===== config.mk =====
export PLATFORM = sky130hd
export DESIGN_NAME = dual_stepper_pulse_generator_unit
export DESIGN_NICKNAME = d
export VERILOG_FILES = /design/src/rtl/core/dspg_pkg.sv /design/src/rtl/core/dspg_front.sv /design/src/rtl/core/dspg_queue.sv /design/src/rtl/core/dspg_back.sv /design/src/rtl/core/dual_stepper_pulse_generator_unit.sv
export SDC_FILE = /design/constraint.sdc
export NUM_CORES = 1
export LEC_CHECK = 0
export ABC_CLOCK_PERIOD_IN_PS = 6200
export BUFFER_PORTS_ARGS = -buffer_cell sky130_fd_sc_hd__buf_2
export CAP_MARGIN = 20
export CORE_ASPECT_RATIO = 1.75
export CORE_UTILIZATION = 30
export CTS_CLUSTER_DIAMETER = 100
export CTS_CLUSTER_SIZE = 12
export DETAILED_ROUTE_END_ITERATION = 6
export PLACE_DENSITY = 0.48
export SLEW_MARGIN = 10
export SYNTH_ARGS = -nofsm -noshare
export SYNTH_HDL_FRONTEND = slang
export SYNTH_HIERARCHICAL = 1
export SYNTH_SLANG_ARGS = --single-unit

===== constraint.sdc =====
create_clock -name clk -period 6.2 [get_ports clk]
set_input_delay 1.86 -clock clk [delete_from_list [all_inputs] [get_ports clk]]
set_output_delay 1.86 -clock clk [all_outputs]
set_load 0.03 [all_outputs]

===== src/rtl/core/dspg_pkg.sv =====
`timescale 1ns / 1ps
// Shared types and constants of the dual stepper pulse generator.
// No dependencies; all other files of the block but dspg_queue refer to it by scoped names.
package dspg_pkg;

	localparam int CFG_IDX_W  = 2;
	localparam int CFG_DATA_W = 32;
	localparam int DELAY_W    = 32;
	localparam int MS_CODE_W  = 3;

	localparam logic [CFG_IDX_W-1:0] CFG_MIN_DELAY_FULL = 2'd0;
	localparam logic [CFG_IDX_W-1:0] CFG_MAX_DELAY      = 2'd1;
	localparam logic [CFG_IDX_W-1:0] CFG_WATCHDOG_LIMIT = 2'd2;

	localparam logic [CFG_DATA_W-1:0] MIN_DELAY_FULL_RST = 32'd300000;
	localparam logic [CFG_DATA_W-1:0] MAX_DELAY_RST      = 32'd200000000;
	localparam logic [CFG_DATA_W-1:0] WATCHDOG_LIMIT_RST = 32'(200 * 1000 * 1000 / 2);

	typedef enum logic [1:0] {
		KIND_TICK,
		KIND_OFF,
		KIND_BADMS,
		KIND_RUN
	} kind_t;

	typedef struct packed {
		kind_t                kind;
		logic [MS_CODE_W-1:0] ms_code;
		logic                 dir_l;
		logic                 dir_r;
	} cmd_t;

	typedef struct packed {
		logic [CFG_DATA_W-1:0] min_delay_full;
		logic [CFG_DATA_W-1:0] max_delay;
		logic [CFG_DATA_W-1:0] watchdog_limit;
	} cfg_t;

endpackage


===== src/rtl/core/dspg_front.sv =====
`timescale 1ns / 1ps
// Front part: classify an incoming item and clamp the frame delays.
// Depends on dspg_pkg for cmd_t and cfg_t.
module dspg_front #(
	parameter int TIMER_WIDTH = 32
) (
	input  logic                          mode,
	input  logic [7:0]                    enable_cmd,
	input  logic [7:0]                    microstep,
	input  logic [7:0]                    dir_left_cmd,
	input  logic [7:0]                    dir_right_cmd,
	input  logic [dspg_pkg::DELAY_W-1:0]  delay_left,
	input  logic [dspg_pkg::DELAY_W-1:0]  delay_right,
	input  dspg_pkg::cfg_t                cfg,
	output dspg_pkg::cmd_t                cmd,
	output logic [TIMER_WIDTH-1:0]        period_l,
	output logic [TIMER_WIDTH-1:0]        period_r
);

	localparam int XW = (TIMER_WIDTH > dspg_pkg::DELAY_W) ? TIMER_WIDTH : dspg_pkg::DELAY_W;

	logic [dspg_pkg::MS_CODE_W-1:0] code;
	logic [2:0]                     shamt;
	logic                           ms_ok;
	logic [dspg_pkg::DELAY_W-1:0]   floor_v;

	function automatic logic [TIMER_WIDTH-1:0] clamp(
		input logic [dspg_pkg::DELAY_W-1:0] d,
		input logic [dspg_pkg::DELAY_W-1:0] fl,
		input logic [dspg_pkg::DELAY_W-1:0] mx
	);
		logic [dspg_pkg::DELAY_W-1:0] v;
		logic [XW-1:0]                vx;
		logic [XW-1:0]                tmax;
		v = d;
		if (v != '0 && v < fl) v = fl;
		if (v > mx) v = mx;
		vx   = XW'(v);
		tmax = XW'({TIMER_WIDTH{1'b1}});
		if (vx > tmax) vx = tmax;
		return TIMER_WIDTH'(vx);
	endfunction

	always_comb begin
		code  = 3'd0;
		shamt = 3'd0;
		ms_ok = 1'b1;
		case (microstep)
			8'd1: begin
				code  = 3'd0;
				shamt = 3'd0;
			end
			8'd2: begin
				code  = 3'd1;
				shamt = 3'd1;
			end
			8'd4: begin
				code  = 3'd2;
				shamt = 3'd2;
			end
			8'd8: begin
				code  = 3'd3;
				shamt = 3'd3;
			end
			8'd16: begin
				code  = 3'd4;
				shamt = 3'd4;
			end
			8'd32: begin
				code  = 3'd7;
				shamt = 3'd5;
			end
			default: begin
				ms_ok = 1'b0;
			end
		endcase
	end

	assign floor_v = cfg.min_delay_full >> shamt;

	always_comb begin
		if (!mode) begin
			cmd.kind = dspg_pkg::KIND_TICK;
		end else if (enable_cmd == 8'd0) begin
			cmd.kind = dspg_pkg::KIND_OFF;
		end else if (!ms_ok) begin
			cmd.kind = dspg_pkg::KIND_BADMS;
		end else begin
			cmd.kind = dspg_pkg::KIND_RUN;
		end
		cmd.ms_code = code;
		cmd.dir_l   = (dir_left_cmd == 8'd1);
		cmd.dir_r   = (dir_right_cmd == 8'd1);
	end

	assign period_l = clamp(delay_left, floor_v, cfg.max_delay);
	assign period_r = clamp(delay_right, floor_v, cfg.max_delay);

endmodule


===== src/rtl/core/dspg_queue.sv =====
`timescale 1ns / 1ps
// Short item queue between the front and back parts.
// Generic width and depth; no package dependency.
module dspg_queue #(
	parameter int WIDTH = 8,
	parameter int DEPTH = 2
) (
	input  logic             clk,
	input  logic             arst_n,
	input  logic             push,
	input  logic [WIDTH-1:0] wdata,
	input  logic             pop,
	output logic [WIDTH-1:0] rdata,
	output logic             full,
	output logic             empty
);

	localparam int PW = (DEPTH > 1) ? $clog2(DEPTH) : 1;
	localparam int CW = $clog2(DEPTH + 1);

	logic [WIDTH-1:0] mem_q [DEPTH];
	logic [PW-1:0]    wptr_q;
	logic [PW-1:0]    rptr_q;
	logic [CW-1:0]    count_q;

	assign full  = (count_q == CW'(DEPTH));
	assign empty = (count_q == '0);
	assign rdata = mem_q[rptr_q];

	always_ff @(posedge clk) begin
		if (push) begin
			mem_q[wptr_q] <= wdata;
		end
	end

	always_ff @(posedge clk or negedge arst_n) begin
		if (!arst_n) begin
			wptr_q  <= '0;
			rptr_q  <= '0;
			count_q <= '0;
		end else begin
			if (push) begin
				wptr_q <= (wptr_q == PW'(DEPTH - 1)) ? '0 : wptr_q + 1'b1;
			end
			if (pop) begin
				rptr_q <= (rptr_q == PW'(DEPTH - 1)) ? '0 : rptr_q + 1'b1;
			end
			if (push && !pop) begin
				count_q <= count_q + 1'b1;
			end else if (pop && !push) begin
				count_q <= count_q - 1'b1;
			end
		end
	end

endmodule


===== src/rtl/core/dspg_back.sv =====
`timescale 1ns / 1ps
// Back part: timers, watchdog, step toggling and the pin register.
// Depends on dspg_pkg for cmd_t and the kind codes.
module dspg_back #(
	parameter int TIMER_WIDTH = 32
) (
	input  logic                             clk,
	input  logic                             arst_n,
	input  logic                             q_empty,
	input  dspg_pkg::cmd_t                   cmd,
	input  logic [TIMER_WIDTH-1:0]           new_pl,
	input  logic [TIMER_WIDTH-1:0]           new_pr,
	input  logic [dspg_pkg::CFG_DATA_W-1:0]  watchdog_limit,
	output logic                             pop,
	output logic                             out_valid,
	input  logic                             out_stall,
	output logic                             enable_n,
	output logic [dspg_pkg::MS_CODE_W-1:0]   microstep_pins,
	output logic                             dir_left,
	output logic                             dir_right,
	output logic                             step_left,
	output logic                             step_right,
	output logic                             timed_out
);

	localparam int TW = TIMER_WIDTH;
	localparam int CW = (TW + 1 > dspg_pkg::CFG_DATA_W) ? TW + 1 : dspg_pkg::CFG_DATA_W;

	logic [TW-1:0] cc_q, tl_q, tr_q, pl_q, pr_q, idle_q;
	logic          en_n_q, dl_q, dr_q, sl_q, sr_q, to_q, ov_q;
	logic [dspg_pkg::MS_CODE_W-1:0] ms_q;

	logic [TW-1:0] now;
	logic [TW:0]   sum_full;
	logic [TW-1:0] sum_sat;
	logic [CW-1:0] lim_x;
	logic          trip, idle_le, fire_l, fire_r;

	assign pop = !q_empty && (!ov_q || !out_stall);

	assign now      = (cc_q == '1) ? cc_q : cc_q + 1'b1;
	assign sum_full = {1'b0, idle_q} + {1'b0, now};
	assign sum_sat  = sum_full[TW] ? '1 : sum_full[TW-1:0];
	assign lim_x    = CW'(watchdog_limit);
	assign trip     = sum_full[TW] || (CW'(sum_full) > lim_x);
	assign idle_le  = CW'(idle_q) <= lim_x;
	assign fire_l   = (pl_q != '0) && (now >= tl_q);
	assign fire_r   = (pr_q != '0) && (now >= tr_q);

	always_ff @(posedge clk or negedge arst_n) begin
		if (!arst_n) begin
			ov_q   <= 1'b0;
			to_q   <= 1'b0;
			cc_q   <= '0;
			tl_q   <= '0;
			tr_q   <= '0;
			pl_q   <= '0;
			pr_q   <= '0;
			idle_q <= '0;
			en_n_q <= 1'b1;
			ms_q   <= '0;
			dl_q   <= 1'b0;
			dr_q   <= 1'b0;
			sl_q   <= 1'b0;
			sr_q   <= 1'b0;
		end else begin
			if (pop) begin
				ov_q <= 1'b1;
			end else if (!out_stall) begin
				ov_q <= 1'b0;
			end
			if (pop) begin
				to_q <= 1'b0;
				case (cmd.kind)
					dspg_pkg::KIND_TICK: begin
						if (trip) begin
							to_q   <= 1'b1;
							en_n_q <= 1'b1;
							cc_q   <= '0;
							if (idle_le) idle_q <= sum_sat;
						end else begin
							cc_q <= (fire_l || fire_r) ? '0 : now;
							if (fire_l || fire_r) idle_q <= sum_sat;
							if (fire_l) begin
								sl_q <= !sl_q;
								tl_q <= pl_q;
							end else if (fire_r) begin
								tl_q <= (tl_q > now) ? tl_q - now : '0;
							end
							if (fire_r) begin
								sr_q <= !sr_q;
								tr_q <= pr_q;
							end else if (fire_l) begin
								tr_q <= (tr_q > now) ? tr_q - now : '0;
							end
						end
					end
					dspg_pkg::KIND_OFF: begin
						en_n_q <= 1'b1;
					end
					dspg_pkg::KIND_BADMS: begin
						en_n_q <= 1'b0;
					end
					dspg_pkg::KIND_RUN: begin
						en_n_q <= 1'b0;
						ms_q   <= cmd.ms_code;
						dl_q   <= cmd.dir_l;
						dr_q   <= cmd.dir_r;
						idle_q <= '0;
						if (new_pl != pl_q || new_pr != pr_q) begin
							pl_q <= new_pl;
							pr_q <= new_pr;
							tl_q <= new_pl;
							tr_q <= new_pr;
							cc_q <= '0;
						end
					end
					default: begin
						en_n_q <= en_n_q;
					end
				endcase
			end
		end
	end

	assign out_valid      = ov_q;
	assign enable_n       = en_n_q;
	assign microstep_pins = ms_q;
	assign dir_left       = dl_q;
	assign dir_right      = dr_q;
	assign step_left      = sl_q;
	assign step_right     = sr_q;
	assign timed_out      = to_q;

endmodule


===== src/rtl/core/dual_stepper_pulse_generator_unit.sv =====
`timescale 1ns / 1ps
// Top level of the dual stepper pulse generator: config registers, front, queue, back.
// Depends on dspg_pkg, dspg_front, dspg_queue and dspg_back.
//
//  channel | handshake          | payload
//  in      | in_valid/in_stall  | mode, enable_cmd, microstep, dir_*_cmd, delay_*
//  out     | out_valid/out_stall| enable_n, microstep_pins, dir_*, step_*, timed_out
//  cfg     | cfg_we             | cfg_index, cfg_data
//
// One item per cycle sustained while out_stall is low; an accepted item is first written
// into the queue, then popped into the back part's timer update and the pin register.
// Reset clears the timers and pins, sets enable_n and loads the register defaults.
// in_stall rises only when the two-entry queue is full; out_stall holds the pin register while out_valid is high.
module dual_stepper_pulse_generator_unit #(
	parameter int TIMER_WIDTH = 32
) (
	input  logic                             clk,
	input  logic                             arst_n,
	input  logic                             in_valid,
	output logic                             in_stall,
	input  logic                             mode,
	input  logic [7:0]                       enable_cmd,
	input  logic [7:0]                       microstep,
	input  logic [7:0]                       dir_left_cmd,
	input  logic [7:0]                       dir_right_cmd,
	input  logic [dspg_pkg::DELAY_W-1:0]     delay_left,
	input  logic [dspg_pkg::DELAY_W-1:0]     delay_right,
	output logic                             out_valid,
	input  logic                             out_stall,
	output logic                             enable_n,
	output logic [dspg_pkg::MS_CODE_W-1:0]   microstep_pins,
	output logic                             dir_left,
	output logic                             dir_right,
	output logic                             step_left,
	output logic                             step_right,
	output logic                             timed_out,
	input  logic                             cfg_we,
	input  logic [dspg_pkg::CFG_IDX_W-1:0]   cfg_index,
	input  logic [dspg_pkg::CFG_DATA_W-1:0]  cfg_data
);

	localparam int CMD_W = $bits(dspg_pkg::cmd_t);
	localparam int QW    = CMD_W + 2 * TIMER_WIDTH;

	dspg_pkg::cfg_t         cfg_q;
	dspg_pkg::cmd_t         f_cmd, b_cmd;
	logic [TIMER_WIDTH-1:0] f_pl, f_pr, b_pl, b_pr;
	logic [QW-1:0]          q_wdata, q_rdata;
	logic                   q_full, q_empty, q_push, q_pop;

	always_ff @(posedge clk or negedge arst_n) begin
		if (!arst_n) begin
			cfg_q.min_delay_full <= dspg_pkg::MIN_DELAY_FULL_RST;
			cfg_q.max_delay      <= dspg_pkg::MAX_DELAY_RST;
			cfg_q.watchdog_limit <= dspg_pkg::WATCHDOG_LIMIT_RST;
		end else if (cfg_we) begin
			case (cfg_index)
				dspg_pkg::CFG_MIN_DELAY_FULL: cfg_q.min_delay_full <= cfg_data;
				dspg_pkg::CFG_MAX_DELAY:      cfg_q.max_delay      <= cfg_data;
				dspg_pkg::CFG_WATCHDOG_LIMIT: cfg_q.watchdog_limit <= cfg_data;
				default: begin
					cfg_q <= cfg_q;
				end
			endcase
		end
	end

	dspg_front #(
		.TIMER_WIDTH(TIMER_WIDTH)
	) u_front (
		.mode          (mode),
		.enable_cmd    (enable_cmd),
		.microstep     (microstep),
		.dir_left_cmd  (dir_left_cmd),
		.dir_right_cmd (dir_right_cmd),
		.delay_left    (delay_left),
		.delay_right   (delay_right),
		.cfg           (cfg_q),
		.cmd           (f_cmd),
		.period_l      (f_pl),
		.period_r      (f_pr)
	);

	assign in_stall = q_full;
	assign q_push   = in_valid && !q_full;
	assign q_wdata  = {f_cmd, f_pl, f_pr};

	dspg_queue #(
		.WIDTH(QW),
		.DEPTH(2)
	) u_queue (
		.clk    (clk),
		.arst_n (arst_n),
		.push   (q_push),
		.wdata  (q_wdata),
		.pop    (q_pop),
		.rdata  (q_rdata),
		.full   (q_full),
		.empty  (q_empty)
	);

	assign b_cmd = dspg_pkg::cmd_t'(q_rdata[QW-1:2*TIMER_WIDTH]);
	assign b_pl  = q_rdata[2*TIMER_WIDTH-1:TIMER_WIDTH];
	assign b_pr  = q_rdata[TIMER_WIDTH-1:0];

	dspg_back #(
		.TIMER_WIDTH(TIMER_WIDTH)
	) u_back (
		.clk            (clk),
		.arst_n         (arst_n),
		.q_empty        (q_empty),
		.cmd            (b_cmd),
		.new_pl         (b_pl),
		.new_pr         (b_pr),
		.watchdog_limit (cfg_q.watchdog_limit),
		.pop            (q_pop),
		.out_valid      (out_valid),
		.out_stall      (out_stall),
		.enable_n       (enable_n),
		.microstep_pins (microstep_pins),
		.dir_left       (dir_left),
		.dir_right      (dir_right),
		.step_left      (step_left),
		.step_right     (step_right),
		.timed_out      (timed_out)
	);

endmodule


==> run_results.csv, run 1 <==
group,metric,value,unit
power,leakage,0.0210,uW
finish,final_area,0.0475,sq mm
route,routed_wl,143000,um
route,avgRoutedWirePerCell,25.1,um
timing,fin_tns_setup,-223650,ps
placement,place_inst,5511,
placement,dp_hpwl,113000,um
finish,fin_util,0.430,
timing,post-route-period-util,1.26,
worst_setup_path,required,6600,ps
worst_setup_path,crit_slowest_cell,"a222oi_1",
global_routing,grtUsageMet2,0.472,
power,power_density,482,mW/mm^2
power,p_sw_frac,0.455,
global_routing,met1_usage,0.243,
job,maxCapViolCount,0,
min_path,hold_start,"u_back/timed_out",
placement,place_congestion,0.961,
timing,worstMarginPinSlew,971,ps
timing,fin_ws,-1640,ps
synthesis,post-synth-top-area-fraction,0.201,
global_routing,grt-busiest-layer,"met2",
synthesis,yosys_warnings,6,
power,p_int,12500,uW
floorplan,die_area,0.113,sq mm
min_path,holdPathEnd,"u_back/timed_out",
timing,setup_viol,256,
placement,dpl_cell_area,0.0413,sq mm
worst_setup_path,cp-end-kind,"flop",
synthesis,avgSynthCellArea,9.92,sq um
global_routing,grt-ovfl-total,0,
worst_setup_path,cpPeakStageDelay,660,ps
power,p_clk_frac,0.107,
power,p_comb_frac,0.660,
finish,layout-drive-gt1-share,0.439,
synthesis,ys_seq_area_frac,0.354,
worst_setup_path,worst_path_most_repeated_cell,"buf_12",
power,peakVddDrop,0.353,mV
cts,clock_path_buffers,3,
synthesis,synth_common_cells,"ha_1 (289), nand2_1 (277), dfrtp_1 (269)",
synthesis,synth_ff_type,"dfrtp_1",
global_routing,grt_first_pass_wirelength,208000,um
floorplan,num_rows,161,
timing,min_period,7840,ps
timing,final_max_slew_viol_count,0,
cts,cts_inserted_buffers,42,
min_path,whs_path_depth,2,
worst_setup_path,path_class,"in -> reg",
global_routing,grt_max_degree,94,
cts,cts_tree,"yes",
worst_setup_path,crit_buf_inv,10,
outcome,outcome,"finished with violations",
placement,portBuffers,146,
cts,cts_htree_levels,2,
finish,fin_nets,4647,
synthesis,synthesis.nets,3804,
worst_setup_path,rr_endpoint,"u_back/tl_q[19]",
timing,slew_headroom,0.345,
floorplan,die_y,444,um
global_routing,grt_use_met3,0.0177,
worst_setup_path,worstRegToRegCells,35,
power,p_sw,10400,uW
route,drcViolationCount,0,
floorplan,start_util,0.303,
min_path,hp-class,"reg -> reg",
synthesis,synth_edf_count,142,
worst_setup_path,worstPathArrival,8240,ps
synthesis,yosys.area.top_type,"dfrtp_1",
global_routing,track_usage,0.253,
timing,hold_slack,463,ps
timing,final_hold_viol_count,0,
worst_setup_path,critPathLaunch,"microstep[7]",
worst_setup_path,r2r-start,"u_back/cc_q[23]",
timing,rsz0062_at_grt,"yes",
synthesis,async_flop_share,0.680,
global_routing,antenna_found_initial,2,
synthesis,ys_ff_latch,444,
synthesis,synth_area,0.0335,sq mm
cts,clk_latency,620,ps
cts,cts-root-buf,"clkbuf_16",
route,drt_pass1_iterations,5,
finish,fillers,10800,
timing,fin_worst_skew,41.0,ps
worst_setup_path,crit_family,"compound AO/OA/AOI/OAI gates",
route,drt-initial-drc-count,1492,
outcome,violations,"setup timing",
route,detail-route-antenna-nets,0,
finish,area_growth,41.8,%
worst_setup_path,cp-start-kind,"primary input",
floorplan,die_w,255,um
timing,max_clock_freq,0.128,GHz
synthesis,netlist_instances,3376,
synthesis,netlist_top_cells_area,"dfrtp_1 (20%), edfxtp_1 (13%), ha_1 (11%), mux2_2 (6.0%), mux2_4 (3.5%)",
finish,finalNonFillerCells,5714,
route,routed_via_density,5.26,
floorplan,coreArea,0.110,sq mm
route,route.vias.total,30000,
cts,clk_pin_slew,70,ps
synthesis,yosysMostFrequentCell,"ha_1",
floorplan,io_pins,147,
power,seqPwrFrac,0.232,
worst_setup_path,r2r_slack,-320,ps
worst_setup_path,worst-path-max-fanout,7,
synthesis,synth.distinct_cells,98,
global_routing,grt_pass1_vias,31600,
cts,cts_sinks,444,
-- metal layers --
layer / routed length, um / vias up
met1: 47900 / 14700
met4: 15700 / 0
met5: 0 / -
li1: - / 14200
met2: 76000 / 756
met3: 3650 / 372
-- placed cells by master, fill, tap and decap left out, drive strengths merged, types with 9 or more instances in the layout --
| cell type | synthesis | final |
|---|---|---|
| buf | 75 | 945 |
| ha | 289 | 289 |
| nand2 | 277 | 277 |
| dfrtp | 269 | 269 |
| mux2 | 260 | 260 |
| o21ai | 215 | 215 |
| inv | 198 | 200 |
| nor2 | 199 | 199 |
| a21oi | 191 | 191 |
| edfxtp | 142 | 142 |
| nand3 | 125 | 125 |
| xor2 | 111 | 111 |
| nor3 | 84 | 84 |
| o31ai | 81 | 81 |
| xnor2 | 76 | 76 |
| mux2i | 76 | 76 |
| nor4 | 72 | 72 |
| clkbuf | 78 | 72 |
| a21o | 69 | 71 |
| nand4 | 64 | 64 |
| dfstp | 33 | 33 |
| a221o | 27 | 27 |
| o21a | 25 | 25 |
| and3 | 25 | 25 |
| a221oi | 24 | 24 |
| a31oi | 24 | 24 |
| a211oi | 21 | 21 |
| o211ai | 20 | 20 |
| nand2b | 19 | 19 |
| nor2b | 19 | 19 |
| and2 | 17 | 17 |
| o21bai | 15 | 15 |
| or3 | 14 | 14 |
| o22ai | 13 | 13 |
| a2111oi | 11 | 11 |
| or2 | 10 | 10 |
| o2111ai | 9 | 9 |
-- tightest hold or removal path, delay by kind of cell (launching register included) --
family,cells,cell delay (ps)
flops,1,340
simple gates,2,90
-- power groups by stage --
stage	Combinational (uW)	Sequential, uW	Clock [uW]
6_report	15100	5320	2460
5_1_grt	16100	5410	2600
4_1_cts	14500	5240	2520
3_5_place_dp	12200	5260	0
3_3_place_gp	12200	5240	0
2_1_floorplan	8100	4870	0
-- worst max-delay path by stage --
stage	endpoint	slack (ps)	cells past startpoint
after global placement	u_queue/mem_q[0][26]	-2740	36
after detailed placement	u_queue/mem_q[0][61]	-2770	31
after CTS	u_queue/mem_q[1][57]	-1560	33
final	u_queue/mem_q[1][45]	-1640	33
after floorplan	u_queue/mem_q[0][46]	-1380	30
after global routing	u_queue/mem_q[1][45]	-1800	33
-- cell type report --
| cell class | count | area [sq um] | area share |
|---|---|---|---|
| inverter | 199 | 757 | 0.0159 |
| multi-input combinational | 2583 | 23700 | 0.498 |
| sequential | 444 | 11900 | 0.250 |
| antenna | 1 | 2.50 | 0.0000527 |
| clock inverter | 3 | 33.8 | 0.000711 |
| timing repair buffer | 949 | 8170 | 0.172 |
| clock buffer | 68 | 1150 | 0.0242 |
| tap | 1467 | 1840 | 0.0387 |
-- sequential cells by signal, indices dropped and copies added, names as in the netlist --
register               count
u_queue/rptr_q             1
cfg_q                     96
u_back/enable_n            1
u_back/step_left           1
u_back/tr_q               32
u_queue/count_q            2
u_back/dir_right           1
u_back/pr_q               32
u_back/pl_q               32
u_back/out_valid           1
u_back/tl_q               32
u_back/idle_q             32
u_back/dir_left            1
u_queue/wptr_q             1
u_back/timed_out           1
u_back/cc_q               32
u_back/step_right          1
u_back/microstep_pins      3
u_queue/mem_q            142
-- stage by stage --
stage	power, uW	setup slack (ps)
after global routing	24100	-1800
after detailed placement	17500	-2770
after global placement	17400	-2740
after floorplan	13000	-1380
final	22900	-1640
after CTS	22300	-1560
-- cells by family after synthesis --
group | count (synthesis) | synth area share
XOR/XNOR | 187 | 0.0489
AO/OA/AOI/OAI | 811 | 0.167
AND/OR/NAND/NOR | 954 | 0.149
flip-flops | 444 | 0.354
multiplexers | 336 | 0.119
buffers and inverters | 352 | 0.0518
adder cells (fa/ha/maj) | 292 | 0.110
-- what timing repair did --
action,CTS,global route
hold buffers,0,0
setup buffers,89,37
pin swaps,150,121
endpoints found under the setup margin,260,260
resized for setup,524,265
cloned,28,4
(Power assumes the default switching activity.)
==> run 2, diff against run 1 <==
--- a/config.mk
+++ b/config.mk
@@ -19,3 +19,4 @@
 export SYNTH_HDL_FRONTEND = slang
 export SYNTH_HIERARCHICAL = 1
 export SYNTH_SLANG_ARGS = --single-unit
+export TNS_END_PERCENT = 20
==> run 2 against run 1 <==
The flow still finishes with violations (setup timing). Count of clock-buffer cells in the layout rose by 3. First-iteration DRC count down 9.7%. Sequential power down 2%. Final cell count fell by 1.6%. Clock skew decreased by 5.3 ps. Clock power rose by 2%. Die area is the same.
==> run_results.csv, run 2 (synthesis gave the netlist of run 1 again) <==
group,metric,value,unit
global_routing,antenna_found_initial,1,
finish,top_regs,"u_queue/mem_q (142), cfg_q (96)",
finish,fin_nets,4554,
worst_setup_path,cp-start-kind,"primary input",
finish,fillers,11200,
worst_setup_path,crit_slowest_cell,"or4_4",
placement,place_inst,5526,
worst_setup_path,required,6530,ps
finish,area_growth,32.0,%
worst_setup_path,worstRegToRegCells,34,
worst_setup_path,crit_family,"compound AO/OA/AOI/OAI gates",
timing,rsz0062_at_grt,"yes",
timing,fin_ws,-1290,ps
worst_setup_path,worstPathArrival,7820,ps
finish,layout-drive-gt1-share,0.378,
route,routed_wl,134000,um
route,drcViolationCount,0,
timing,final_hold_viol_count,0,
route,routed_via_density,5.18,
cts,cts_htree_levels,2,
cts,hold_buffers,0,
route,route.vias.total,29100,
timing,fin_worst_skew,35.6,ps
cts,clk_latency,610,ps
floorplan,die_area,0.113,sq mm
timing,final_max_slew_viol_count,0,
timing,max_clock_freq,0.134,GHz
timing,post-route-period-util,1.21,
worst_setup_path,crit_buf_inv,8,
timing,slew_headroom,0.320,
floorplan,io_pins,147,
placement,portBuffers,146,
min_path,whs_path_depth,1,
outcome,violations,"setup timing",
worst_setup_path,cp-end-kind,"flop",
floorplan,num_rows,161,
min_path,hp-class,"reg -> reg",
global_routing,grtUsageMet2,0.444,
job,maxCapViolCount,0,
worst_setup_path,cp_num_cells,32,
placement,place_congestion,0.999,
timing,min_period,7490,ps
floorplan,die_y,444,um
floorplan,coreArea,0.110,sq mm
cts,cts_sinks,444,
cts,cts-root-buf,"clkbuf_16",
route,avgRoutedWirePerCell,23.9,um
global_routing,grt_max_degree,117,
worst_setup_path,cpPeakStageDelay,550,ps
global_routing,grt_first_pass_wirelength,197000,um
power,power,20600,uW
placement,dp_hpwl,112000,um
finish,register_area,0.0119,sq mm
cts,cts_tree,"yes",
cts,clk_pin_slew,60,ps
global_routing,grt_pass1_vias,30400,
finish,layout_commonest_cell,"buf_4",
power,peakVddDrop,0.254,mV
global_routing,grt_use_met3,0.0170,
global_routing,track_usage,0.238,
global_routing,grt-ovfl-total,0,
route,drt_pass1_iterations,5,
finish,largest_reg_flops,142,
finish,regMostFlops,"u_queue/mem_q",
cts,cts_inserted_buffers,42,
route,drt-initial-drc-count,1348,
finish,multi_input_area,0.0218,sq mm
route,detail-route-antenna-nets,0,
timing,worstMarginPinSlew,1010,ps
floorplan,start_util,0.303,
floorplan,die_w,255,um
finish,final_cell_mix,"buf_4 (653), ha_1 (274), dfrtp_1 (268), nand2_1 (256), nor2_1 (186)",
cts,clock_path_buffers,3,
outcome,outcome,"finished with violations",
global_routing,grt-busiest-layer,"met2",
power,leakage,0.0197,uW
timing,setup_viol,260,
worst_setup_path,path_class,"in -> reg",
placement,post-place-ws,-2750,ps
global_routing,met1_usage,0.236,
power,power_density,466,mW/mm^2
worst_setup_path,worst-path-max-fanout,8,
finish,finalNonFillerCells,5621,
-- run 2: repair_timing --
item                       in CTS  in global routing
setup endpoints to repair     260                260
setup buffers                  10                 12
cloned                          2                  1
gates resized for setup       156                140
pin swaps                      35                 46
-- run 2: final timing paths --
| kind | end | slack [ps] | startpoint |
|---|---|---|---|
| worst max register to register | u_back/tr_q[23] | -810 | u_back/cc_q[0] |
| worst max-delay path | u_queue/mem_q[0][42] | -1290 | microstep[2] |
| worst min-delay path | u_back/step_right | 470 | u_back/step_right |
| min in group asynchronous | cfg_q[44] | 1320 | arst_n |
| max in group asynchronous | u_back/tr_q[26] | 3660 | arst_n |
| worst min register to register | u_back/step_right | 470 | u_back/step_right |
-- run 2: area by class of cell --
| cell class | instances | area share |
|---|---|---|
| sequential | 444 | 0.269 |
| timing repair buffer | 858 | 0.152 |
| clock buffer | 71 | 0.0277 |
| inverter | 199 | 0.0172 |
| antenna | 1 | 0.0000566 |
| multi-input combinational | 2581 | 0.493 |
| tap | 1467 | 0.0415 |
-- run 2: power by group --
| group | internal [uW] | switching (uW) |
|---|---|---|
| sequential | 4260 | 970 |
| clock | 1340 | 1170 |
| combinational | 5770 | 7090 |
| total | 11400 | 9230 |
-- run 2: layer usage --
metal  share of wire  routed length [um]  vias up
met4            0.10               13600        0
met5               0                   0        -
li1                -                   -    14000
met2            0.53               70600      728
met1            0.35               46800    14100
met3           0.025                3310      341
-- run 2: metrics by stage --
stage | hold slack (ps) | setup TNS [ps] | utilization | instance area, sq um
finish | 469 | -236260 | 0.400 | 44200
floorplan | 450 | -171660 | - | 34200
detailed placement | 454 | -424690 | 0.375 | 41400
global placement | 455 | -410260 | 0.375 | 41400
CTS | 468 | -240760 | 0.393 | 43400
global route | 500 | -308140 | 0.400 | 44200
==> run 3, diff against run 2 <==
--- a/config.mk
+++ b/config.mk
@@ -10,6 +10,7 @@
 export CAP_MARGIN = 20
 export CORE_ASPECT_RATIO = 1.75
 export CORE_UTILIZATION = 30
+export CTS_BUF_LIST = sky130_fd_sc_hd__clkbuf_8
 export CTS_CLUSTER_DIAMETER = 100
 export CTS_CLUSTER_SIZE = 12
 export DETAILED_ROUTE_END_ITERATION = 6
==> run 3 against run 2 <==
Combinational power up 4%. Non-clock buffer count increased by 30. Sequential cell count unchanged. Critical endpoint is now u_queue/mem_q[1][47]. The run still ends with setup timing left. Register-to-register slack improved by 450 ps. Count of clock-buffer cells in the layout shrank 26. Global-route usage grew 0.21 points. First-iteration DRC count rose by 4.1%. Worst setup slack better by 21 ps.
==> run_results.csv, run 3 (synthesis gave the netlist of run 1 again) <==
group,metric,value,unit
placement,portBuffers,146,
global_routing,grt_max_degree,117,
power,p_sw_frac,0.460,
route,drcViolationCount,0,
worst_setup_path,critPathLaunch,"microstep[1]",
route,route.vias.total,29300,
worst_setup_path,rr_endpoint,"u_back/tr_q[25]",
power,p_comb_frac,0.657,
floorplan,die_w,255,um
route,routed_via_density,5.18,
timing,max_clock_freq,0.134,GHz
floorplan,num_rows,161,
outcome,outcome,"finished with violations",
cts,cts_sinks,444,
worst_setup_path,cp-end-kind,"flop",
floorplan,io_pins,147,
route,avgRoutedWirePerCell,24.0,um
global_routing,antenna_found_initial,2,
global_routing,track_usage,0.240,
min_path,hold_start,"u_back/step_right",
finish,final_cell_mix,"buf_4 (665), ha_1 (276), dfrtp_1 (268), nand2_1 (254), inv_1 (204)",
power,leakage,0.0199,uW
power,p_int,11000,uW
global_routing,grt-ovfl-total,0,
route,drt-initial-drc-count,1403,
floorplan,die_y,444,um
finish,regMostFlops,"u_queue/mem_q",
route,drt_pass1_iterations,5,
timing,hold_slack,473,ps
power,power,20400,uW
worst_setup_path,path_class,"in -> reg",
timing,min_period,7470,ps
outcome,violations,"setup timing",
cts,clk_latency,690,ps
worst_setup_path,r2r-start,"u_back/cc_q[1]",
global_routing,grt_pass1_vias,30700,
worst_setup_path,r2r_slack,-360,ps
power,power_density,455,mW/mm^2
timing,final_max_slew_viol_count,0,
placement,dp_hpwl,112000,um
finish,fillers,11100,
placement,post-place-ws,-2750,ps
cts,clk_pin_slew,90,ps
worst_setup_path,worstPathArrival,7910,ps
worst_setup_path,worstRegToRegCells,33,
cts,cts_tree,"yes",
power,p_clk_frac,0.086,
timing,setup_viol,257,
global_routing,grt_first_pass_wirelength,198000,um
finish,layout-drive-gt1-share,0.401,
timing,fin_ws,-1270,ps
worst_setup_path,cp-start-kind,"primary input",
power,p_sw,9370,uW
worst_setup_path,crit_slowest_cell,"or4b_4",
finish,largest_reg_flops,142,
power,seqPwrFrac,0.257,
timing,post-route-period-util,1.20,
timing,slew_headroom,0.350,
min_path,hp-class,"reg -> reg",
timing,fin_tns_setup,-173640,ps
timing,final_hold_viol_count,0,
cts,cts_htree_levels,2,
cts,clock_path_buffers,3,
worst_setup_path,worst_path_most_repeated_cell,"buf_12",
route,routed_wl,136000,um
worst_setup_path,worst-path-max-fanout,8,
timing,rsz0062_at_grt,"yes",
finish,fin_nets,4584,
worst_setup_path,required,6650,ps
floorplan,coreArea,0.110,sq mm
job,maxCapViolCount,0,
finish,top_regs,"u_queue/mem_q (142), cfg_q (96)",
floorplan,start_util,0.303,
timing,fin_worst_skew,75.8,ps
worst_setup_path,cp-endpoint,"u_queue/mem_q[1][47]",
min_path,whs_path_depth,1,
timing,worstMarginPinSlew,967,ps
floorplan,die_area,0.113,sq mm
placement,place_congestion,0.999,
cts,cts_inserted_buffers,42,
worst_setup_path,cpPeakStageDelay,530,ps
cts,cts-root-buf,"clkbuf_8",
finish,layout_commonest_cell,"buf_4",
power,peakVddDrop,0.253,mV
finish,area_growth,33.6,%
route,detail-route-antenna-nets,0,
[run 3: cell count changes in the layout (fill, tap and decap cells not counted), sizes merged]
cell,previous run,this run
inv,197,224
clkinv,2,1
diode,1,2
buf,857,885
clkbuf,72,48
[run 3: worst min path at each step]
| stage | end |
|---|---|
| 3_3_place_gp | u_back/step_right |
| 4_1_cts | u_back/step_right |
| 2_1_floorplan | u_back/tl_q[0] |
| 5_1_grt | u_back/step_right |
| 3_5_place_dp | u_back/step_right |
| 6_report | u_back/step_right |
[run 3: power groups by stage]
| stage | registers [uW] | clock network, uW | logic, uW |
|---|---|---|---|
| 6_report | 5230 | 1760 | 13400 |
| 5_1_grt | 5340 | 1910 | 14400 |
| 4_1_cts | 5220 | 1830 | 13000 |
| 3_5_place_dp | 5260 | 0 | 12300 |
| 3_3_place_gp | 5240 | 0 | 12200 |
| 2_1_floorplan | 4870 | 0 | 8020 |
[run 3: timing repair]
| action | CTS | global route |
|---|---|---|
| pin swaps | 56 | 93 |
| hold buffers | 0 | 0 |
| setup endpoints to repair | 260 | 260 |
| setup buffers | 36 | 18 |
| endpoints found under the hold margin | 0 | 0 |
| cloned | 6 | 2 |
| resized for setup | 295 | 159 |
[run 3: cell type report]
cell class | count | area, sq um | share of cell area
clock inverter | 26 | 97.6 | 0.00218
multi-input combinational | 2581 | 22400 | 0.501
sequential | 444 | 11900 | 0.265
timing repair buffer | 888 | 7120 | 0.159
antenna | 2 | 5.00 | 0.000112
tap | 1467 | 1840 | 0.0410
inverter | 199 | 757 | 0.0169
clock buffer | 45 | 619 | 0.0138
[run 3: stage by stage]
| stage | cell area [sq um] | util | std cells |
|---|---|---|---|
| after floorplan | 34200 | - | 3376 |
| after global placement | 41400 | 0.375 | 5526 |
| after detailed placement | 41400 | 0.375 | 5526 |
| after CTS | 43800 | 0.397 | 5632 |
| after global routing | 44700 | 0.405 | 5651 |
| final | 44700 | 0.405 | 5652 |
[run 3: per-layer routing]
metal	vias up	part of all wire	global-route usage
met5	-	0	0
met4	0	0.10	0.205
met3	354	0.023	0.0164
met2	717	0.53	0.449
met1	14200	0.35	0.237
li1	14100	-	-
[run 3: critical path, delay by kind of cell]
family          cells  cell delay [ps]
compound gates     12             2400
fa+ha+maj           2              510
buf+inv             7              960
mux                 2              470
simple gates        8             1690
